### src/design/ttx_pkg.sv
package ttx_pkg;

  // Item kinds on the input tuser bit
  localparam logic MODE_LOAD   = 1'b0;
  localparam logic MODE_RENDER = 1'b1;

  // Display modes
  localparam logic [1:0] DMODE_ALPHA    = 2'd0;
  localparam logic [1:0] DMODE_UNUSED   = 2'd3;

  // Height modes
  localparam logic [1:0] HMODE_NORMAL = 2'd0;
  localparam logic [1:0] HMODE_BOTTOM = 2'd1;
  localparam logic [1:0] HMODE_UNUSED = 2'd3;

  localparam int FONT_COUNT = 3;

  // Field widths
  localparam int ROW_W = 5;
  localparam int PIX_W = 16;

  // Input tdata layout, lowest bit first
  localparam int IN_W          = 48;
  localparam int FONT_SEL_LSB  = 0;
  localparam int GLYPH_IDX_LSB = 2;
  localparam int ROW_IDX_LSB   = 9;
  localparam int FONT_WORD_LSB = 14;
  localparam int CHAR_CODE_LSB = 30;
  localparam int DMODE_LSB     = 37;
  localparam int HMODE_LSB     = 39;
  localparam int HOLD_LSB      = 41;

  // Output tdata layout: out_row then pixels
  localparam int OUT_W = 24;

  // Tag travelling alongside a glyph row read
  typedef struct packed {
    logic             blank;
    logic             last;
    logic [ROW_W-1:0] row;
  } row_tag_t;

endpackage

### src/design/ttx_out_buf.sv
module ttx_out_buf (
  input  logic                       clk,
  input  logic                       rst,
  input  logic                       issue,
  input  ttx_pkg::row_tag_t          issue_tag,
  input  logic [ttx_pkg::PIX_W-1:0]  rdata,
  output logic                       can_issue,
  output logic                       out_valid,
  input  logic                       out_ready,
  output logic [ttx_pkg::ROW_W-1:0]  out_row,
  output logic [ttx_pkg::PIX_W-1:0]  out_pixels,
  output logic                       out_last
);

  typedef struct packed {
    logic [ttx_pkg::PIX_W-1:0] pixels;
    logic [ttx_pkg::ROW_W-1:0] row;
    logic                      last;
  } out_entry_t;

  logic              inflight;
  ttx_pkg::row_tag_t tag_q;
  logic [1:0]        occ;
  out_entry_t        e0, e1, fresh;
  logic              push, pop;

  // Row read returns in the cycle after its issue
  always_ff @(posedge clk) begin
    if (rst) begin
      inflight <= 1'b0;
    end else begin
      inflight <= issue;
    end
  end

  always_ff @(posedge clk) begin
    if (issue) begin
      tag_q <= issue_tag;
    end
  end

  assign fresh.pixels = tag_q.blank ? '0 : rdata;
  assign fresh.row    = tag_q.row;
  assign fresh.last   = tag_q.last;

  assign push      = inflight;
  assign pop       = out_valid && out_ready;
  assign out_valid = (occ != 2'd0);

  // Two slots: a read may be issued only if its row is sure to find room
  assign can_issue = (({1'b0, occ} + {2'b0, inflight}) < 3'd2) || pop;

  // Occupancy
  always_ff @(posedge clk) begin
    if (rst) begin
      occ <= '0;
    end else if (push && !pop) begin
      occ <= occ + 2'd1;
    end else if (pop && !push) begin
      occ <= occ - 2'd1;
    end
  end

  // Slot data
  always_ff @(posedge clk) begin
    if (push && pop) begin
      if (occ == 2'd1) begin
        e0 <= fresh;
      end else begin
        e0 <= e1;
        e1 <= fresh;
      end
    end else if (pop) begin
      e0 <= e1;
    end else if (push) begin
      if (occ == 2'd0) begin
        e0 <= fresh;
      end else begin
        e1 <= fresh;
      end
    end
  end

  assign out_row    = e0.row;
  assign out_pixels = e0.pixels;
  assign out_last   = e0.last;

endmodule

### config.mk
export PLATFORM = sky130hd
export DESIGN_NAME = ttx_out_buf
export DESIGN_NICKNAME = d
export VERILOG_FILES = /design/src/design/ttx_pkg.sv /design/src/design/ttx_out_buf.sv
export SDC_FILE = /design/constraint.sdc
export NUM_CORES = 1
export LEC_CHECK = 0
export ABC_AREA = 1
export BUFFER_PORTS_ARGS = -buffer_cell sky130_fd_sc_hd__clkbuf_2
export CAP_MARGIN = 20
export CORE_MARGIN = 1.5
export CORE_UTILIZATION = 42
export CTS_BUF_LIST = sky130_fd_sc_hd__clkbuf_8
export CTS_CLUSTER_DIAMETER = 150
export DETAILED_ROUTE_END_ITERATION = 12
export GPL_TIMING_DRIVEN = 0
export PLACE_DENSITY_LB_ADDON = 0.3
export SETUP_SLACK_MARGIN = 0.15
export SLEW_MARGIN = 20
export SYNTH_ARGS = -nofsm -noshare
export SYNTH_HDL_FRONTEND = slang
export SYNTH_SLANG_ARGS = --single-unit
### constraint.sdc
create_clock -name clk -period 6.9 [get_ports clk]
set_input_delay 0.345 -clock clk [delete_from_list [all_inputs] [get_ports clk]]
set_output_delay 0.345 -clock clk [all_outputs]
set_load 0.02 [all_outputs]
==> results.py <==
metrics = {
    "place": {
        "pre_cts_ws_ns": 4.73,
        "place.gp.congestion": 0.815,
        "placedCellCount": 450,
        "port_buffers": 50,
        "dpl.hpwl_um": 4560,
    },
    "timing": {
        "layout_setup_ws_ns": 4.74,
        "finalSetupViolCount": 0,
        "hold_viol": 0,
        "setup_tns_ns": 0,
        "fmax_ghz": 0.463,
        "skew_ns": 0.0170,
        "whs_ns": 0.207,
        "final_max_slew_viol_count": 0,
        "slew_headroom": 0.523,
        "period_minus_slack_ns": 2.16,
        "period_share": 0.313,
        "worst_pin_slew_ns": 0.713,
        "grt_setup_unrepaired": "no",
    },
    "clocking": {
        "cts_sinks": 54,
        "post_cts_buffers": 0,
        "cts_max_path_buffers": 2,
        "postCtsHoldBufs": 0,
        "htree_levels": 2,
        "cts_resized": 0,
        "clk_pin_slew_ns": 0.09,
        "cts-buffers-inserted": 5,
        "cts_tree": "built",
        "clock_latency_ns": 0.32,
        "clockRootBuffer": "clkbuf_8",
    },
    "drt": {
        "ant_nets": 0,
        "wirelength_um": 6340,
        "wire_per_inst_um": 13.8,
        "drt_iter0_markers": 147,
        "vias_per_cell": 5.03,
        "num_vias": 2302,
        "firstDrtPassIters": 6,
        "drcViolationCount": 0,
    },
    "job": {
        "maxCapViolCount": 0,
    },
    "global_routing": {
        "busiest_layer": "met2",
        "grt_util_met1": 0.240,
        "grt_pass1_wl_um": 10300,
        "use_met3": 0.0383,
        "grt_pass1_vias": 2184,
        "grt-ovfl-total": 0,
        "use_met2": 0.306,
        "groute.usage.overall": 0.183,
        "antenna_found_initial": 0,
        "grt_max_degree": 18,
    },
    "cells_and_area": {
        "drive_above_1_share": 0.218,
        "finalNonFillerCells": 458,
        "nets": 411,
        "antenna_cells": 0,
        "area_growth_pct": 17.3,
    },
    "logic_synthesis": {
        "synth_area_um2": 2780,
        "synth-seq-area-share": 0.572,
        "ys_ff_latch": 54,
        "synth_area_leaders": "edfxtp_1, nand2_1, nand3_1",
        "yosysWarnings": 0,
        "synth_cell_type_count": 19,
        "synth_top_area_share": 0.550,
        "synth_cells": 321,
        "syn_avg_cell_area_um2": 8.67,
        "synth_nets": 352,
        "synth_top_area_cell": "edfxtp_1",
    },
    "setup_path": {
        "required_ns": 6.93,
        "cpMaxStageDelayCell": "o21ai_2",
        "endpoint_kind": "register",
        "crit_arrival_ns": 2.19,
        "path_max_fanout": 12,
        "crit_path_max_incr_delay_ns": 0.64,
        "path_class": "register to register",
        "cp-start-kind": "register",
        "crit_chain": "inv_1, ha_1, inv_2, clkbuf_1, o21ai_2, buf_8",
        "critPathTopFamily": "buffers and inverters",
        "path_buf_inv": 4,
    },
    "floorplanning": {
        "dieArea_um2": 7120,
        "ios": 51,
        "initial_core_util": 0.436,
        "core_um2": 6390,
        "die_w_um": 84.4,
        "fp-row-count": 29,
        "die_y_um": 84.4,
    },
    "pwr": {
        "power-per-cell-area_nw_per_um2": 270,
        "peakVddDrop_mv": 0.141,
        "p_total_mw": 0.880,
        "p_leak_nw": 1.66,
    },
    "min_path": {
        "hp-class": "primary input to register",
    },
    "run_status": {
        "status": "finished clean",
    },
}
report_power, final:
part / internal [mW] / switching, mW / leakage, nW
sequential: 0.418 / 0.0144 / 0.508
clock: 0.0703 / 0.105 / 0.0416
combinational: 0.0846 / 0.187 / 1.11
total: 0.573 / 0.307 / 1.66
flip-flops by register name, indices dropped and copies added, names as in the netlist:
register	cells
out_last	1
occ	2
inflight	1
out_pixels	16
out_row	5
e1	22
fresh	6
tag_q	1
metrics by stage:
stage	util	area, µm²
floorplan	-	2780
global placement	0.490	3130
detailed placement	0.497	3180
CTS	0.511	3260
global route	0.511	3260
finish	0.511	3260
logic make-up after synthesis:
kind of cell / Yosys count / share of synthesized area
and+or+nand+nor: 199 / 0.306
buffers and inverters: 59 / 0.0940
DFF: 54 / 0.572
AOI/OAI and AO/OA: 5 / 0.00989
adders and majority gates: 4 / 0.0180
cell usage after synthesis:
master / instances
clkbuf_1: 1
nand3_2: 3
buf_4: 2
buf_6: 3
a211oi_1: 1
dfxtp_1: 3
ha_1: 4
nand3_1: 59
inv_1: 42
o21ai_0: 2
edfxtp_1: 51
buf_2: 8
a21oi_1: 2
nand2_2: 1
nand2_1: 133
nor2_1: 1
nor2_4: 1
nor2_2: 1
inv_2: 3
cell usage in the layout, fill, tap and decap left out, drive strengths merged:
| cell | Yosys | layout |
|---|---|---|
| nand2 | 134 | 134 |
| nand3 | 62 | 62 |
| clkbuf | 1 | 56 |
| edfxtp | 51 | 51 |
| inv | 45 | 46 |
| buf | 13 | 15 |
| ha | 4 | 4 |
| dfxtp | 3 | 3 |
| nor2 | 3 | 3 |
| a21oi | 2 | 2 |
| clkinvlp | 0 | 2 |
| o21ai | 2 | 2 |
| a211oi | 1 | 1 |
routing by layer:
layer  up-vias  routed length, µm
li1       1150                  -
met1      1064               2750
met2        84               3180
met3         4                341
met4         0                 68
met5         -                  0
area by class of cell:
type,instances,area (µm²)
plain buffers,14,92.6
clock buffers,5,68.8
clock inverters,3,18.8
fillers,611,3120
inverters,45,169
multi-input cells,208,946
flip-flops and latches,54,1590
well taps,77,96.3
repair buffers,52,280
worst paths after layout:
kind / startpoint / to / slack (ns) / cells past startpoint
worst max-delay path: occ[0] / out_pixels[10] / 4.74 / 6
worst min-delay path: issue_tag[0] / fresh[1] / 0.21 / 1
worst max register to register: occ[0] / out_pixels[10] / 4.74 / 6
worst min register to register: fresh[5] / e1[5] / 0.50 / 0
No activity file was read; power rests on OpenSTA's default activity.
