$ cat config.mk
export PLATFORM = sky130hd
export DESIGN_NAME = ttx_cell_ctrl
export DESIGN_NICKNAME = d
export VERILOG_FILES = /design/src/design/ttx_pkg.sv /design/src/design/ttx_cell_ctrl.sv
export SDC_FILE = /design/constraint.sdc
export NUM_CORES = 1
export LEC_CHECK = 0
export ABC_AREA = 1
export BUFFER_PORTS_ARGS = -buffer_cell sky130_fd_sc_hd__buf_2
export CORE_UTILIZATION = 40
export DETAILED_ROUTE_END_ITERATION = 8
export PLACE_DENSITY = 0.75
export SLEW_MARGIN = 25
export SYNTH_ARGS = -nofsm -noshare
export SYNTH_HDL_FRONTEND = slang
export SYNTH_SLANG_ARGS = --single-unit
$ cat constraint.sdc
create_clock -name clk -period 8.6 [get_ports clk]
set_input_delay 0.86 -clock clk [delete_from_list [all_inputs] [get_ports clk]]
set_output_delay 0.86 -clock clk [all_outputs]
set_load 0.02 [all_outputs]
$ cat src/design/ttx_pkg.sv
package ttx_pkg;

  // Item kinds on the input tuser bit
  localparam logic MODE_LOAD   = 1'b0;
  localparam logic MODE_RENDER = 1'b1;

  // Display modes
  localparam logic [1:0] DMODE_ALPHA    = 2'd0;
  localparam logic [1:0] DMODE_UNUSED   = 2'd3;

  // Height modes
  localparam logic [1:0] HMODE_NORMAL = 2'd0;
  localparam logic [1:0] HMODE_BOTTOM = 2'd1;
  localparam logic [1:0] HMODE_UNUSED = 2'd3;

  localparam int FONT_COUNT = 3;

  // Field widths
  localparam int ROW_W = 5;
  localparam int PIX_W = 16;

  // Input tdata layout, lowest bit first
  localparam int IN_W          = 48;
  localparam int FONT_SEL_LSB  = 0;
  localparam int GLYPH_IDX_LSB = 2;
  localparam int ROW_IDX_LSB   = 9;
  localparam int FONT_WORD_LSB = 14;
  localparam int CHAR_CODE_LSB = 30;
  localparam int DMODE_LSB     = 37;
  localparam int HMODE_LSB     = 39;
  localparam int HOLD_LSB      = 41;

  // Output tdata layout: out_row then pixels
  localparam int OUT_W = 24;

  // Tag travelling alongside a glyph row read
  typedef struct packed {
    logic             blank;
    logic             last;
    logic [ROW_W-1:0] row;
  } row_tag_t;

endpackage

$ cat src/design/ttx_cell_ctrl.sv
module ttx_cell_ctrl #(
  parameter int CELL_ROWS       = 20,
  parameter int GLYPH_COUNT     = 96,
  parameter int FIRST_PRINTABLE = 32,
  parameter int AW              = 13
) (
  input  logic                       clk,
  input  logic                       rst,
  input  logic                       in_valid,
  output logic                       in_ready,
  input  logic                       in_kind,
  input  logic [ttx_pkg::IN_W-1:0]   in_data,
  input  logic                       can_issue,
  output logic                       mem_we,
  output logic [AW-1:0]              mem_waddr,
  output logic [ttx_pkg::PIX_W-1:0]  mem_wdata,
  output logic                       mem_re,
  output logic [AW-1:0]              mem_raddr,
  output ttx_pkg::row_tag_t          rd_tag
);

  localparam int HALF     = CELL_ROWS / 2;
  localparam int LAST_ROW = CELL_ROWS - 1;

  // Field decode
  logic [1:0] f_sel;
  logic [6:0] g_idx;
  logic [4:0] r_idx;
  logic [6:0] code;
  logic [1:0] dmode_raw, hmode_raw, dmode, hmode;
  logic       hold;

  assign f_sel     = in_data[ttx_pkg::FONT_SEL_LSB  +: 2];
  assign g_idx     = in_data[ttx_pkg::GLYPH_IDX_LSB +: 7];
  assign r_idx     = in_data[ttx_pkg::ROW_IDX_LSB   +: 5];
  assign mem_wdata = in_data[ttx_pkg::FONT_WORD_LSB +: ttx_pkg::PIX_W];
  assign code      = in_data[ttx_pkg::CHAR_CODE_LSB +: 7];
  assign dmode_raw = in_data[ttx_pkg::DMODE_LSB     +: 2];
  assign hmode_raw = in_data[ttx_pkg::HMODE_LSB     +: 2];
  assign hold      = in_data[ttx_pkg::HOLD_LSB];

  assign dmode = (dmode_raw == ttx_pkg::DMODE_UNUSED) ? ttx_pkg::DMODE_ALPHA : dmode_raw;
  assign hmode = (hmode_raw == ttx_pkg::HMODE_UNUSED) ? ttx_pkg::HMODE_NORMAL : hmode_raw;

  // Sequencer and held-glyph registers
  logic          busy;
  logic [4:0]    k;
  logic [AW-1:0] base;
  logic [1:0]    cur_hmode;
  logic          cur_blank;
  logic [1:0]    prev_dmode, prev_hmode;
  logic          held_blank;
  logic [1:0]    held_font;
  logic [6:0]    held_glyph;

  logic accept, accept_load, accept_render;
  assign in_ready      = !busy;
  assign accept        = in_valid && !busy;
  assign accept_load   = accept && (in_kind == ttx_pkg::MODE_LOAD);
  assign accept_render = accept && (in_kind != ttx_pkg::MODE_LOAD);

  // Font load write
  logic load_ok;
  assign load_ok = (f_sel < 2'(ttx_pkg::FONT_COUNT)) &&
                   ({1'b0, g_idx} < 8'(GLYPH_COUNT)) &&
                   ({1'b0, r_idx} < 6'(CELL_ROWS));
  assign mem_we    = accept_load && load_ok;
  assign mem_waddr = AW'((32'(f_sel) * GLYPH_COUNT + 32'(g_idx)) * CELL_ROWS + 32'(r_idx));

  // Glyph selection for a render
  logic       is_ctrl, glyph_ok, mode_chg, held_blank_eff, use_held;
  logic [6:0] glyph, show_glyph;
  logic [1:0] show_font;
  logic       show_blank;
  logic [AW-1:0] base_next;

  always_comb begin
    is_ctrl        = {1'b0, code} < 8'(FIRST_PRINTABLE);
    glyph          = is_ctrl ? 7'd0 : code - 7'(FIRST_PRINTABLE);
    glyph_ok       = {1'b0, glyph} < 8'(GLYPH_COUNT);
    mode_chg       = (dmode != prev_dmode) || (hmode != prev_hmode);
    held_blank_eff = held_blank || mode_chg;
    use_held       = is_ctrl && hold;
    if (use_held) begin
      show_blank = held_blank_eff;
      show_font  = held_font;
      show_glyph = held_glyph;
    end else begin
      show_blank = !glyph_ok;
      show_font  = dmode;
      show_glyph = glyph;
    end
    if (show_blank) begin
      base_next = '0;
    end else begin
      base_next = AW'((32'(show_font) * GLYPH_COUNT + 32'(show_glyph)) * CELL_ROWS);
    end
  end

  // Row read issue
  logic [4:0] src;
  logic       last;
  always_comb begin
    case (cur_hmode)
      ttx_pkg::HMODE_NORMAL: src = k;
      ttx_pkg::HMODE_BOTTOM: src = 5'(HALF) + (k >> 1);
      default:               src = k >> 1;
    endcase
  end

  assign last         = (k == 5'(LAST_ROW));
  assign mem_re       = busy && can_issue;
  assign mem_raddr    = base + AW'(src);
  assign rd_tag.blank = cur_blank;
  assign rd_tag.last  = last;
  assign rd_tag.row   = k;

  // Control state
  always_ff @(posedge clk) begin
    if (rst) begin
      busy       <= 1'b0;
      k          <= '0;
      prev_dmode <= ttx_pkg::DMODE_ALPHA;
      prev_hmode <= ttx_pkg::HMODE_NORMAL;
      held_blank <= 1'b1;
      held_font  <= '0;
      held_glyph <= '0;
    end else if (accept_render) begin
      busy       <= 1'b1;
      k          <= '0;
      prev_dmode <= dmode;
      prev_hmode <= hmode;
      if (!is_ctrl && (dmode != ttx_pkg::DMODE_ALPHA)) begin
        if (glyph_ok) begin
          held_blank <= 1'b0;
          held_font  <= dmode;
          held_glyph <= glyph;
        end else begin
          held_blank <= 1'b1;
        end
      end else begin
        held_blank <= held_blank_eff;
      end
    end else if (mem_re) begin
      if (last) begin
        busy <= 1'b0;
      end else begin
        k <= k + 5'd1;
      end
    end
  end

  // Per-cell payload
  always_ff @(posedge clk) begin
    if (accept_render) begin
      base      <= base_next;
      cur_hmode <= hmode;
      cur_blank <= show_blank;
    end
  end

endmodule

==> impl_metrics.toml <==
[synthesis]
postSynthCellCount = 472
synth.mux.area_fraction_pct = 0
syn_avg_cell_area_um2 = 7.35
synth.distinct_cells = 41
synth_area_um2 = 3470
synthXorXnorAreaFrac_pct = 6.99
synth_area_leaders = "ha_1 (18%), edfxtp_1 (12%), dfxtp_1 (12%)"
synthSimpleGateAreaFrac_pct = 25.7
synth_area_leader_cell = "ha_1"
syn_nets = 580
synth_seq_cells = 34
synth_top_family_by_area = "simple AND/OR/NAND/NOR gates"
synth_top_area_share_pct = 17.7
ys_seq_area_share_pct = 23.6
synth_compound_area_share_pct = 9.63
yosysWarnings = 0
synth_fa_ha_area_share_pct = 21.1

[placement]
pre_cts_ws_ps = 4150
place.gp.congestion = 0.812
place_inst = 617
placed_area_um2 = 3750
port-buffer-count = 62
hpwl_um = 5890

[detailed_routing]
drc = 0
drt-initial-drc-count = 81
wl_um = 6970
ant_nets = 0
drt-pass1-iter-count = 4
dr_total_vias = 3046
vias_per_cell = 4.87
routedWlPerCell_um = 11.1

[die]
die_h_um = 95.2
row_count = 33
die_w_um = 95.2
core_area_um2 = 8300
io_pins = 105
dieArea_um2 = 9050
initial_utilization_pct = 41.8

[cts]
cts_resized = 0
clockBufferDepth = 2
postCtsHoldBufs = 0
cts_sinks = 34
h-tree-depth = 2
clkLatencyLatePin_ps = 290
cts_tree = "done"
numCtsBuffers = 5
root_buffer = "clkbuf_8"
clkTransAtPathRegs_ps = 80
cts_setup_buffers = 0

[power_and_ir_drop]
power.total_w = 0.000637
p_per_area_nw_per_um2 = 164
vdd_ir_drop_max_uv = 137
p_leak_nw = 2.10

[hold_path]
hold_start = "busy$_SDFFE_PP0P_"
min_to = "busy$_SDFFE_PP0P_"
hp-class = "flop to flop"
worstHoldPathCells = 2

[critical_path]
worstReg2RegEnd = "base[10]$_SDFFCE_PP0P_"
start_kind = "input port"
r2r_slack_ps = 5610
critPathRequiredTime_ps = 7740
arrival_ps = 3570
reg2reg_from = "held_font[0]$_SDFFE_PP0P_"
setup.worst_path.end_class = "primary output"
cp_max_fo = 6
worstSetupPathType = "input port to primary output"
r2r_cells = 11

[grt]
gr-total-overflow = 0
grt_max_degree = 20
grt.met1_usage_pct = 19.6
gr-usage-met3_pct = 3.11
first_global_vias = 2882
grt_pass1_wl_um = 11900
antenna_found_initial = 0
track_usage_pct = 16.3
met2_usage_pct = 29.0
busiest_layer = "met2"

[flow_run]
maxCapViolations = 0

[cells_and_area]
areaGrowthSynthToFinish_pct = 11.8
mostFrequentLayoutCell = "nand2_1"
instances_no_fill = 625
stdcell_area_um2 = 3880
num_antenna_cells = 0
final_cell_mix = "nand2_1 (95), inv_1 (73), buf_2 (62), ha_1 (49), nor2_1 (46)"
drive_gt1_share_pct = 16.7
nNetsFinal = 627

[sta]
rsz0062_at_grt = "no"
tightest_slew_ps = 602
relSlewSlack_pct = 59.8
period_needed_ps = 4430
setup_viol = 0
drv_slew = 0
post-route-worst-setup-slack_ps = 4170
finalCritPeriodShare_pct = 51.5
hold_viol = 0
setup_tns_ps = 0
fmax_ghz = 0.226
clock_skew_ps = 12.2

[outcome]
status = "completed"
==> logic make-up after synthesis <==
family | count (synthesis)
fa+ha+maj | 55
buf+inv | 97
xor+xnor | 26
compound gates | 58
flops | 34
simple gates | 202
==> where the power goes <==
group	switching (W)	internal, W
clock network	0.0000616	0.000104
logic	0.000178	0.000104
registers	0.00000665	0.000183
==> sequential cells by signal, summed over array words and instances, names as in the netlist <==
| register | count |
|---|---|
| base | 11 |
| busy | 1 |
| cur_blank | 1 |
| cur_hmode | 2 |
| held_blank | 1 |
| held_font | 2 |
| held_glyph | 7 |
| k | 5 |
| prev_dmode | 2 |
| prev_hmode | 2 |
==> worst max-delay path, cell delays in order <==
cell and delay, ps:
buf_2 100, inv_1 40, ha_1 270, inv_1 100, ha_1 230, nand3_1 120
nand2_1 80, nand2_1 80, nand2_1 60, ha_1 300, ha_1 380, nand2_1 120
inv_1 40, nand2_1 70, nand2_1 50, a21oi_1 180, nand3_1 100, nand2_1 90
nand3_1 70, nand2_1 60, buf_2 150
==> routing by layer <==
layer	up-vias	share of wire, %	wire length, µm
li1	1612	-	-
met1	1368	46	3220
met2	54	48	3320
met3	12	4.4	308
met4	0	1.7	118
met5	-	0	0
==> worst max path at each step <==
stage	startpoint	endpoint	depth (start not counted)
3_3_place_gp	in_data[0]	mem_waddr[12]	18
5_1_grt	in_data[0]	mem_waddr[12]	18
2_1_floorplan	in_data[0]	mem_waddr[10]	15
6_report	in_data[0]	mem_waddr[12]	21
4_1_cts	in_data[0]	mem_waddr[12]	21
3_5_place_dp	in_data[0]	mem_waddr[12]	21
==> final cells by class <==
type | instances | area [µm²]
Timing Repair Buffer | 62 | 310
Inverter | 75 | 282
Sequential cell | 34 | 821
Fill cell | 809 | 4420
Tap cell | 105 | 131
Clock buffer | 6 | 93.8
Clock inverter | 2 | 38.8
Multi-Input combinational cell | 341 | 2200
==> through the flow <==
step,util (%),hold WS (ps)
floorplan,-,443
global placement,45.1,453
detailed placement,45.1,470
CTS,46.7,482
global route,46.7,515
finish,46.7,475
==> cells in the mapped netlist, drive strengths merged <==
cell type   n
a21boi      1
nand2      99
inv        75
o21ai      20
nor3b       1
and3        1
clkbuf      1
buf        21
o21a        1
dfxtp      20
a21oi      22
nor2       52
o211ai      2
xor3        1
o22ai       3
xor2       20
nand3      39
nand4       5
xnor2       5
or2         1
edfxtp     14
ha         49
a221oi      1
nor3        4
a31oi       1
a22oi       1
o221ai      1
a21o        1
a211oi      2
fa          6
o211a       1
o21bai      1
Note: power is estimated with default switching activity, not from simulation.
